File: config.mk
export PLATFORM = sky130hd
export DESIGN_NAME = wildcard_glob_match_unit
export DESIGN_NICKNAME = d
export VERILOG_FILES = /design/src/sv/wgm_pkg.sv /design/src/sv/wgm_pat_store.sv /design/src/sv/wgm_nfa.sv /design/src/sv/wildcard_glob_match_unit.sv
export VERILOG_INCLUDE_DIRS = /design/src /design/src/sv
export SDC_FILE = /design/constraint.sdc
export NUM_CORES = 1
export LEC_CHECK = 0
export BUFFER_PORTS_ARGS = -buffer_cell sky130_fd_sc_hd__buf_2
export CAP_MARGIN = 5
export CORE_MARGIN = 2
export CORE_UTILIZATION = 45
export CTS_CLUSTER_DIAMETER = 200
export CTS_CLUSTER_SIZE = 10
export DETAILED_ROUTE_END_ITERATION = 6
export PLACE_DENSITY = 0.69
export SYNTH_ARGS = -nofsm -noshare
export SYNTH_HDL_FRONTEND = slang
export SYNTH_HIERARCHICAL = 1
export SYNTH_SLANG_ARGS = --single-unit
File: constraint.sdc
create_clock -name clk -period 6.6 [get_ports clk]
set_input_delay 0 -clock clk [delete_from_list [all_inputs] [get_ports clk]]
set_output_delay 0 -clock clk [all_outputs]
set_load 0.01 [all_outputs]
File: src/sv/wildcard_glob_match_unit_macros.svh
// Assertion macros for the glob matcher.
// Each checker samples on clk and is muted while rst_n is low.
`ifndef WILDCARD_GLOB_MATCH_UNIT_MACROS_SVH
`define WILDCARD_GLOB_MATCH_UNIT_MACROS_SVH

`ifndef NO_ASSERTIONS

// Same-cycle implication.
`define WGM_ASSERT_NOW(label, ante, cons) \
  label: assert property (@(posedge clk) disable iff (!rst_n) (ante) |-> (cons)) \
    else $error("wgm check failed");

// Next-cycle implication.
`define WGM_ASSERT_NEXT(label, ante, cons) \
  label: assert property (@(posedge clk) disable iff (!rst_n) (ante) |=> (cons)) \
    else $error("wgm check failed");

`else

`define WGM_ASSERT_NOW(label, ante, cons)
`define WGM_ASSERT_NEXT(label, ante, cons)

`endif

`endif

File: src/sv/wgm_pkg.sv
package wgm_pkg;

  localparam int PATTERN_MAX = 64;
  localparam int ACT_W       = PATTERN_MAX + 1;
  localparam int LEN_W       = $clog2(PATTERN_MAX + 1);
  localparam int IDX_W       = (PATTERN_MAX > 1) ? $clog2(PATTERN_MAX) : 1;
  localparam int CLOSE_LVLS  = $clog2(ACT_W);

  localparam logic [7:0] CH_STAR  = 8'h2A;
  localparam logic [7:0] CH_QMARK = 8'h3F;

  // active set with only position zero live
  localparam logic [ACT_W-1:0] ARMED = ACT_W'(1);

  typedef enum logic [1:0] {
    REQ_BEGIN  = 2'd0,
    REQ_APPEND = 2'd1,
    REQ_SOURCE = 2'd2,
    REQ_END    = 2'd3
  } req_type_t;

  typedef struct packed {
    req_type_t  req_type;
    logic [7:0] symbol;
  } in_item_t;

  typedef struct packed {
    logic matched;
    logic overflow;
  } out_item_t;

  // Per-position view of the loaded pattern for the current symbol.
  typedef struct packed {
    logic [PATTERN_MAX-1:0] star;  // star at position, within length
    logic [PATTERN_MAX-1:0] hit;   // '?' or equal byte, within length
    logic [LEN_W-1:0]       len;
    logic                   too_long;
  } pat_view_t;

  // Forward fill of active positions through runs of stars:
  // c[j] = a[j] | (star[j-1] & c[j-1]). Parallel prefix, log depth.
  function automatic logic [ACT_W-1:0] star_close(input logic [ACT_W-1:0]       a,
                                                  input logic [PATTERN_MAX-1:0] star);
    logic [ACT_W-1:0] g;
    logic [ACT_W-1:0] p;
    logic [ACT_W-1:0] ng;
    logic [ACT_W-1:0] np;
    int               d;
    g = a;
    p = {star, 1'b0};
    for (int lv = 0; lv < CLOSE_LVLS; lv++) begin
      d  = 1 << lv;
      ng = g;
      np = p;
      for (int j = 0; j < ACT_W; j++) begin
        if (j >= d) begin
          ng[j] = g[j] | (p[j] & g[j-d]);
          np[j] = p[j] & p[j-d];
        end
      end
      g = ng;
      p = np;
    end
    return g;
  endfunction

endpackage

File: src/sv/wgm_pat_store.sv
module wgm_pat_store
  import wgm_pkg::*;
(
  input  logic       clk,
  input  logic       rst_n,
  input  logic       go,
  input  in_item_t   item,
  output pat_view_t  view
);

  logic [7:0]       pat_r [PATTERN_MAX];
  logic [LEN_W-1:0] len_r;
  logic [LEN_W-1:0] len_nxt;
  logic             too_long_r;
  logic             too_long_nxt;
  logic             full;
  logic             wr_en;

  assign full  = (len_r >= LEN_W'(PATTERN_MAX));
  assign wr_en = go && (item.req_type == REQ_APPEND) && !full;

  always_comb begin
    len_nxt      = len_r;
    too_long_nxt = too_long_r;
    if (go) begin
      case (item.req_type)
        REQ_BEGIN: begin
          len_nxt      = '0;
          too_long_nxt = 1'b0;
        end
        REQ_APPEND: begin
          if (full) begin
            too_long_nxt = 1'b1;
          end else begin
            len_nxt = len_r + LEN_W'(1);
          end
        end
        default: begin
        end
      endcase
    end
  end

  always_ff @(posedge clk) begin
    if (!rst_n) begin
      len_r      <= '0;
      too_long_r <= 1'b0;
    end else begin
      len_r      <= len_nxt;
      too_long_r <= too_long_nxt;
    end
  end

  // pattern bytes: no reset, only positions below len_r are looked at
  always_ff @(posedge clk) begin
    if (wr_en) begin
      pat_r[len_r[IDX_W-1:0]] <= item.symbol;
    end
  end

  always_comb begin
    view.len      = len_r;
    view.too_long = too_long_r;
    for (int i = 0; i < PATTERN_MAX; i++) begin
      view.star[i] = (LEN_W'(i) < len_r) && (pat_r[i] == CH_STAR);
      view.hit[i]  = (LEN_W'(i) < len_r) &&
                     ((pat_r[i] == CH_QMARK) || (pat_r[i] == item.symbol));
    end
  end

endmodule

File: src/sv/wgm_nfa.sv
module wgm_nfa
  import wgm_pkg::*;
(
  input  logic       clk,
  input  logic       rst_n,
  input  logic       go,
  input  req_type_t  req_type,
  input  pat_view_t  view,
  output logic       matched
);

  logic [ACT_W-1:0] act_r;
  logic [ACT_W-1:0] act_nxt;
  logic [ACT_W-1:0] closed;
  logic [ACT_W-1:0] adv;

  assign closed = star_close(act_r, view.star);

  // star keeps its position and moves on; '?' or equal byte moves on
  assign adv = {closed[PATTERN_MAX-1:0] & (view.star | view.hit), 1'b0} |
               {1'b0, closed[PATTERN_MAX-1:0] & view.star};

  assign matched = !view.too_long && closed[view.len];

  always_comb begin
    act_nxt = act_r;
    if (go) begin
      case (req_type)
        REQ_SOURCE: act_nxt = adv;
        default:    act_nxt = ARMED;
      endcase
    end
  end

  always_ff @(posedge clk) begin
    if (!rst_n) begin
      act_r <= ARMED;
    end else begin
      act_r <= act_nxt;
    end
  end

endmodule

File: src/sv/wildcard_glob_match_unit.sv
// Glob matcher with '*' and '?' wildcards, one item per cycle unless the input stalls.
// Each taken item is held in the input register and processed from there; an end item's verdict
// is written to the result register and stays on out_valid until it is taken.
// Throughput: one item per cycle (combinational star fill prefix, per-position compare);
// the input stalls only while an end item waits behind a full, stalled result register.
// Reset (rst_n low, synchronous): empty pattern, overflow cleared, position zero armed.
`include "wildcard_glob_match_unit_macros.svh"

module wildcard_glob_match_unit
  import wgm_pkg::*;
(
  input  logic      clk,
  input  logic      rst_n,
  input  logic      in_valid,
  output logic      in_stall,
  input  in_item_t  in_item,
  output logic      out_valid,
  input  logic      out_stall,
  output out_item_t out_item
);

  // input register
  logic      s1_v_r;
  logic      s1_v_nxt;
  in_item_t  s1_item_r;

  // result register
  logic      out_v_r;
  logic      out_v_nxt;
  out_item_t out_item_r;

  logic      s1_is_end;
  logic      s1_ok;     // stage 1 may retire its transaction this cycle
  logic      s1_go;
  logic      in_take;
  logic      hit;
  pat_view_t view;

  assign s1_is_end = (s1_item_r.req_type == REQ_END);
  // only an end item needs room in the result register
  assign s1_ok     = !s1_is_end || !out_v_r || !out_stall;
  assign s1_go     = s1_v_r && s1_ok;
  assign in_stall  = s1_v_r && !s1_ok;
  assign in_take   = in_valid && !in_stall;

  wgm_pat_store u_store (
    .clk   (clk),
    .rst_n (rst_n),
    .go    (s1_go),
    .item  (s1_item_r),
    .view  (view)
  );

  wgm_nfa u_nfa (
    .clk      (clk),
    .rst_n    (rst_n),
    .go       (s1_go),
    .req_type (s1_item_r.req_type),
    .view     (view),
    .matched  (hit)
  );

  always_comb begin
    s1_v_nxt = s1_v_r;
    if (in_take) begin
      s1_v_nxt = 1'b1;
    end else if (s1_go) begin
      s1_v_nxt = 1'b0;
    end
  end

  always_comb begin
    out_v_nxt = out_v_r;
    if (s1_go && s1_is_end) begin
      out_v_nxt = 1'b1;
    end else if (out_v_r && !out_stall) begin
      out_v_nxt = 1'b0;
    end
  end

  always_ff @(posedge clk) begin
    if (!rst_n) begin
      s1_v_r  <= 1'b0;
      out_v_r <= 1'b0;
    end else begin
      s1_v_r  <= s1_v_nxt;
      out_v_r <= out_v_nxt;
    end
  end

  // payload registers
  always_ff @(posedge clk) begin
    if (in_take) begin
      s1_item_r <= in_item;
    end
    if (s1_go && s1_is_end) begin
      out_item_r.matched  <= hit;
      out_item_r.overflow <= view.too_long;
    end
  end

  assign out_valid = out_v_r;
  assign out_item  = out_item_r;

  // input backs up only behind a blocked result
  `WGM_ASSERT_NOW(a_stall_cause, in_stall, out_valid && out_stall && s1_is_end)
  // a retired end transaction always lands in the result register
  `WGM_ASSERT_NEXT(a_end_lands, s1_go && s1_is_end, out_valid)
  // an overflowed pattern never reports a match
  `WGM_ASSERT_NOW(a_ovf_no_match, out_valid && out_item.overflow, !out_item.matched)

endmodule
==> results of run 1 <==
[sequential cells by signal (all words and copies together) (netlist names)]
signal and count:
u_store/pat_r 512, u_nfa/act_r 65, s1_item_r 10, u_store/len_r 7, out_item 2, out_valid 1, s1_v_r 1, u_store/too_long_r 1
[through the flow]
stage          power, mW  instances   util  setup slack, ns  hold WS [ns]
2_1_floorplan       4.45       2935      -             2.71        0.0989
3_3_place_gp        4.55       3828  0.472             1.38         0.177
3_5_place_dp        4.56       3828  0.472             1.42         0.178
4_1_cts             8.01       3965  0.503             1.39        0.0474
5_1_grt             8.18       3965  0.503            0.881         0.112
6_report            7.94       3965  0.503             1.24        0.0779
[worst register-to-register path, cell delays in order, from the launching register on]
cell and delay, ns:
dfxtp_1 0.89, or2_2 0.39, o21ai_0 0.36, nor3_1 0.91, a21oi_1 0.22, o21ai_0 0.35
o21bai_1 0.14, o211ai_1 0.30, a31oi_1 0.15, or3_1 0.32, nand3_1 0.27, and3_1 0.22
o311ai_0 0.20, a221o_1 0.40, a21oi_1 0.12
[per-layer routing]
layer,up-vias,wire length [um],GRT usage
met5,-,0,0
met4,0,3460,0.109
met3,186,6350,0.0361
met2,914,42700,0.405
met1,11732,38600,0.325
li1,10872,-,-
[worst paths after layout]
path	from	to	slack, ns	depth (start not counted)
setup reg to reg	u_store/len_r[1]	out_item[1]	1.24	14
hold / removal	rst_n	u_nfa/act_r[0]	0.08	3
hold reg to reg	u_nfa/act_r[1]	u_nfa/act_r[1]	0.51	2
setup / recovery	u_store/len_r[1]	out_item[1]	1.24	14
[area by class of cell]
class	instances	area, um^2	share of cell area
flip-flops and latches	599	17200	0.491
multi-input cells	2180	13800	0.393
clock buffers	120	1960	0.0558
well taps	940	1180	0.0335
repair buffers	94	783	0.0223
inverters	28	105	0.00299
clock inverters	4	50.0	0.00142
[repair_timing]
item,in CTS,in global routing
hold buffers,13,0
endpoints found under the hold margin,24,0
setup buffers,0,0
endpoints found under the setup margin,0,0
[cells in the mapped netlist (all sizes together), types with 65 or more instances]
| library cell | number |
|---|---|
| buf | 80 |
| nor2 | 205 |
| or3 | 65 |
| nand2 | 212 |
| nor4 | 138 |
| a21oi | 235 |
| nor3 | 89 |
| edfxtp | 524 |
| nand3 | 86 |
| o21ai | 118 |
| nand4 | 93 |
| dfxtp | 75 |
| xor2 | 509 |
[power groups by stage]
stage	logic [mW]	clock network, mW	registers [mW]
after floorplan	0.218	0	4.23
after global routing	0.387	3.67	4.13
after detailed placement	0.350	0	4.21
final	0.357	3.45	4.13
after CTS	0.359	3.52	4.13
after global placement	0.340	0	4.21
[cell families after synthesis]
| kind of cell | count (synthesis) |
|---|---|
| and+or+nand+nor | 1075 |
| DFF | 599 |
| AOI/OAI and AO/OA | 586 |
| xor gates and xnor gates | 517 |
| buffers and inverters | 156 |
| muxes | 1 |
| adders and majority gates | 1 |
==> flow_summary_export.csv, run 1 <==
group,metric,value,unit
critical_path,crit_buf_inv,0,
floorplan,core.rowCount,97,
global_route,antenna_found_initial,0,
pwr,switching_share,0.214,
critical_path,cp-start-kind,"flip-flop",
critical_path,path_delay_family,"compound AO/OA/AOI/OAI gates",
clock_network,cts.repair.resized,0,
clock_network,cts_buffers,69,
logic_synthesis,ys_async_sr_fraction,0,
logic_synthesis,synth_warnings,6,
floorplan,die_area,72700,um^2
routing,firstDrtPassIters,5,
timing,fin_crit,5.36,ns
routing,drt-total-wl,91.1,mm
clock_network,clkSinkCount,599,
timing,rsz0062_at_grt,"no",
timing,slew_headroom,0.236,
global_route,grt_max_degree,129,
logic_synthesis,syn-num-nets,2950,
timing,hold_violations,0,
logic_synthesis,synth_cell_types,91,
timing,finalSetupTns,0,ns
logic_synthesis,synth_area_leader_cell,"edfxtp_1",
floorplan,die_y,270,um
routing,wire_per_inst,23.0,um
critical_path,cp_slowest_cell,"nor3_1",
logic_synthesis,synth.area.top_cells,"edfxtp_1 (50%), xor2_1 (14%), dfxtp_1 (4.7%)",
finish,diodes,0,
pwr,p_sw,1.70,mW
finish,layout_commonest_cell,"edfxtp_1",
routing,drt-initial-drc-count,2083,
critical_path,crit_path_end_kind,"flip-flop",
pwr,power.internal,6.24,mW
logic_synthesis,synth-compound-area-share,0.116,
routing,num_vias,23704,
logic_synthesis,synth_top_family_by_area,"simple AND/OR/NAND/NOR gates",
finish,mostFrequentLayoutCells,"edfxtp_1 (524), xor2_1 (509), a21oi_1 (228)",
pwr,ir_drop,0.000186,V
logic_synthesis,post_synth_xor_area_fraction,0.143,
timing,setup_violations,0,
clock_network,worst_skew_pair.late_latency,0.62,ns
critical_path,path_cells,"or2_2 > o21ai_0 > nor3_1 > a21oi_1 > o21ai_0 > o21bai_1 > o211ai_1 > a31oi_1 > or3_1 > nand3_1 > and3_1 > o311ai_0 > a221o_1 > a21oi_1",
place,dp.final_hpwl,60.6,mm
timing,fin_skew,0.0285,ns
pwr,p_comb_frac,0.045,
timing,maxSlewViolCount,0,
pwr,p_leak,11.3,nW
logic_synthesis,synth.avg_cell_area,10.8,um^2
logic_synthesis,synth-simple-area-share,0.176,
min_path,worstHoldPathType,"input pin to flip-flop",
place,post_dp_cell_area,33000,um^2
logic_synthesis,synth_fa_ha_area_frac,0.000394,
pwr,power.share.sequential,0.521,
critical_path,cp_data_required_time,7.06,ns
clock_network,cts-root-buf,"clkbuf_16",
run,max-cap-violations,0,
finish,syn2layout_area_growth,10.6,%
critical_path,path_class,"flip-flop to flip-flop",
floorplan,io_pins,18,
finish,layout.nets,2987,
pwr,p_clk_frac,0.435,
finish,fin_area,35100,um^2
critical_path,arrival,5.82,ns
critical_path,cp_max_fo,25,
logic_synthesis,ys_seq_area_frac,0.543,
logic_synthesis,synth_seq_cells,599,
logic_synthesis,netlist_area,31800,um^2
pwr,power_density,226,nW/um^2
global_route,grt-ovfl-total,0,
place,port_buffers,17,
routing,post-route-drc-count,0,
logic_synthesis,syn_inst,2935,
logic_synthesis,synth_top_cell_area_share,0.495,
run_status,status,"completed",
routing,ant_nets,0,
logic_synthesis,synth-edff-count,524,
critical_path,crit_path_max_incr_delay,0.90,ns
timing,fmax,187,MHz
finish,drive_above_1_share,0.0836,
routing,vias_per_cell,5.98,
clock_network,htreeDepth,3,
logic_synthesis,synthMuxAreaShare,0.000355,
clock_network,clockBufferDepth,3,
global_route,grt.total_usage,0.246,
logic_synthesis,synth_flop_cell,"edfxtp_1",
finish,nFillCells,6179,
global_route,grt_pass1_wl,140,mm
place,gp_congestion,0.964,
timing,finalCritPeriodShare,0.812,
global_route,first_global_vias,23915,
timing,worst_pin_slew,1.14,ns
clock_network,clkSlewWorstSetupHoldPaths,0.06,ns
floorplan,die_x,270,um
clock_network,cts_tree,"done",
floorplan,initial_core_util,0.454,
floorplan,design.core.area,69900,um^2
No activity file was read; power rests on OpenSTA's default activity.
==> run 2: changes to the inputs <==
- ABC_AREA: not set -> 1
- clock period: 6.6 -> 5.21 ns (I/O delays scaled with it)
==> flow_summary_export.csv, run 2 <==
group,metric,value,unit
timing,fmax,220,MHz
finish,drive_above_1_share,0.0628,
critical_path,reg2reg_from,"u_store/len_r[0]",
logic_synthesis,synthMuxAreaShare,0,
pwr,p_comb_frac,0.058,
logic_synthesis,synth-compound-area-share,0.0548,
clock_network,clkSlewWorstSetupHoldPaths,0.07,ns
critical_path,reg2reg_slack,0.66,ns
logic_synthesis,synth_top_cell_area_share,0.437,
timing,worst_pin_slew,1.21,ns
logic_synthesis,ys_async_sr_fraction,0,
min_path,min_to,"s1_item_r[4]",
logic_synthesis,post_synth_xor_area_fraction,0.0642,
critical_path,crit_path_end_kind,"flip-flop",
global_route,first_global_vias,28720,
finish,fin_area,39600,um^2
floorplan,core.rowCount,103,
global_route,grt.total_usage,0.278,
timing,finalCritPeriodShare,0.874,
clock_network,cts_buffers,69,
critical_path,r2r_cells,20,
timing,maxSlewViolCount,0,
timing,whs,0.0913,ns
routing,num_vias,31394,
logic_synthesis,synth.area.top_cells,"edfxtp_1 (44%), nand2_1 (21%), inv_1 (5.9%)",
critical_path,cp_data_required_time,5.70,ns
place,gp_congestion,1.06,
logic_synthesis,synth_top_family_by_area,"simple AND/OR/NAND/NOR gates",
clock_network,clkSinkCount,599,
pwr,power.share.sequential,0.510,
timing,fin_crit,4.55,ns
floorplan,die_x,287,um
logic_synthesis,syn-num-nets,4782,
timing,hold_violations,0,
logic_synthesis,synth.avg_cell_area,7.56,um^2
timing,slew_headroom,0.192,
logic_synthesis,syn_inst,4767,
logic_synthesis,synth-simple-area-share,0.319,
logic_synthesis,synth_seq_cells,599,
logic_synthesis,synth_warnings,6,
critical_path,arrival,5.04,ns
global_route,grt_pass1_wl,173,mm
logic_synthesis,synth_most_common_cell,"nand2_1",
timing,rsz0062_at_grt,"no",
pwr,p_leak,16.5,nW
routing,drt-total-wl,115,mm
finish,largest_register_ffs,512,
floorplan,die_area,82400,um^2
pwr,power.internal,7.93,mW
run,max-cap-violations,0,
logic_synthesis,synth_flop_cell,"edfxtp_1",
logic_synthesis,ys_seq_area_frac,0.478,
logic_synthesis,synth_cell_types,49,
floorplan,initial_core_util,0.455,
pwr,switching_share,0.228,
routing,drt-initial-drc-count,3079,
min_path,worstHoldPathType,"input pin to flip-flop",
critical_path,r2r-end,"out_item[1]",
critical_path,path_class,"flip-flop to flip-flop",
finish,layout_commonest_cell,"nand2_1",
logic_synthesis,synth_commonest_cells,"nand2_1 (1985), inv_1 (569), edfxtp_1 (524), nor2_1 (411), xnor2_1 (242)",
place,post_dp_cell_area,37500,um^2
clock_network,cts-root-buf,"clkbuf_16",
clock_network,worst_skew_pair.late_latency,0.63,ns
pwr,p_clk_frac,0.432,
timing,fin_skew,0.0420,ns
finish,postLayoutCoreUtil,0.501,
finish,multi_input_area,15800,um^2
place,dp.final_hpwl,80.3,mm
routing,ant_nets,0,
floorplan,io_pins,18,
timing,setup_violations,0,
pwr,ir_drop,0.000219,V
logic_synthesis,synth_fa_ha_area_frac,0.000347,
finish,final_cells,5940,
run_status,status,"completed",
finish,regArea,17200,um^2
critical_path,cp-start-kind,"flip-flop",
logic_synthesis,synth-edff-count,524,
routing,wire_per_inst,19.4,um
global_route,grt_max_degree,130,
finish,layout.nets,4850,
floorplan,design.core.area,79100,um^2
critical_path,cp_max_fo,13,
routing,vias_per_cell,5.29,
global_route,grt-ovfl-total,0,
logic_synthesis,netlist_area,36000,um^2
clock_network,cts.repair.resized,0,
clock_network,clockBufferDepth,3,
finish,diodes,0,
logic_synthesis,synth_area_leader_cell,"edfxtp_1",
min_path,hold_depth,2,
place,port_buffers,17,
finish,nFillCells,7634,
place,dp.cells,5800,
timing,finalSetupTns,0,ns
routing,firstDrtPassIters,6,
min_path,holdCritStartpoint,"in_item[4]",
pwr,power_density,259,nW/um^2
global_route,antenna_found_initial,0,
pwr,p_sw,2.34,mW
clock_network,htreeDepth,3,
routing,post-route-drc-count,0,
finish,mostFrequentLayoutCells,"nand2_1 (1985), inv_1 (569), edfxtp_1 (524)",
floorplan,die_y,287,um
finish,syn2layout_area_growth,9.93,%
clock_network,cts_tree,"done",
run 2: cell types whose count changed after synthesis, sizes merged, moves of 37 or more:
cell   previous run  this run
xnor2             8       242
nor4            138        52
xor2            509        22
a21o             38         1
or2              62         3
nor2            205       452
nor2b            51         0
or3              65         0
inv              28       604
o21a             62         2
nand2           212      2023
run 2: layout make-up:
cell class	count	share of cell area
Multi-Input combinational cell	3447	0.399
Clock inverter	5	0.00130
Timing Repair Buffer	107	0.0245
Tap cell	1050	0.0332
Clock buffer	121	0.0491
Sequential cell	599	0.435
Inverter	611	0.0579
run 2: kinds of logic after synthesis:
group / count (synthesis)
simple gates: 2803
fa+ha+maj: 1
buf+inv: 721
flops: 599
xor+xnor: 264
compound gates: 379
run 2: stage by stage:
stage	setup slack [ns]	power [mW]
after CTS	0.842	10.4
after global placement	0.786	5.91
after floorplan	2.32	5.73
after detailed placement	0.845	5.92
final	0.656	10.3
after global routing	0.537	10.6
run 2: worst max-delay path by stage:
stage                                 from           to  slack (ns)  depth (start not counted)
after global routing      u_store/len_r[1]  out_item[1]        0.54                         21
after global placement    u_store/len_r[1]  out_item[1]        0.79                         21
final                     u_store/len_r[0]  out_item[1]        0.66                         20
after floorplan           u_store/len_r[3]  out_item[1]        2.32                         23
after CTS                 u_store/len_r[1]  out_item[1]        0.84                         21
after detailed placement  u_store/len_r[1]  out_item[1]        0.84                         21
run 2: what timing repair did:
item                      CTS  global route
setup buffers               0             0
hold endpoints to repair   22             0
hold buffers               14             0
run 2: worst max-delay path: stages, from the launching register on:
cell	delay, ns
dfxtp_1	0.70
inv_2	0.21
nand2_2	0.41
o21ai_0	0.27
nor2_1	0.44
nand2_1	0.20
inv_1	0.13
nand2_1	0.12
nor2_1	0.35
nand4_1	0.21
nand3_2	0.28
nand3b_1	0.13
nand2_1	0.27
nand2_1	0.08
nand3_1	0.09
nand2_1	0.06
a21oi_1	0.13
nand3_1	0.08
nand2_1	0.08
nand2_1	0.06
a21oi_2	0.10
run 2: layer usage:
layer	track usage	up-vias	wire [um]
met5	0	-	0
met4	0.113	0	4840
met3	0.0375	237	8610
met2	0.432	1191	50600
met1	0.392	14699	51100
li1	-	15267	-
run 2: power by group through the flow:
stage               Combinational (mW)  Clock (mW)  Sequential, mW
finish                           0.595        4.43            5.24
global placement                 0.579           0            5.34
global route                     0.651        4.70            5.23
CTS                              0.598        4.52            5.23
detailed placement               0.587           0            5.34
floorplan                        0.374           0            5.36
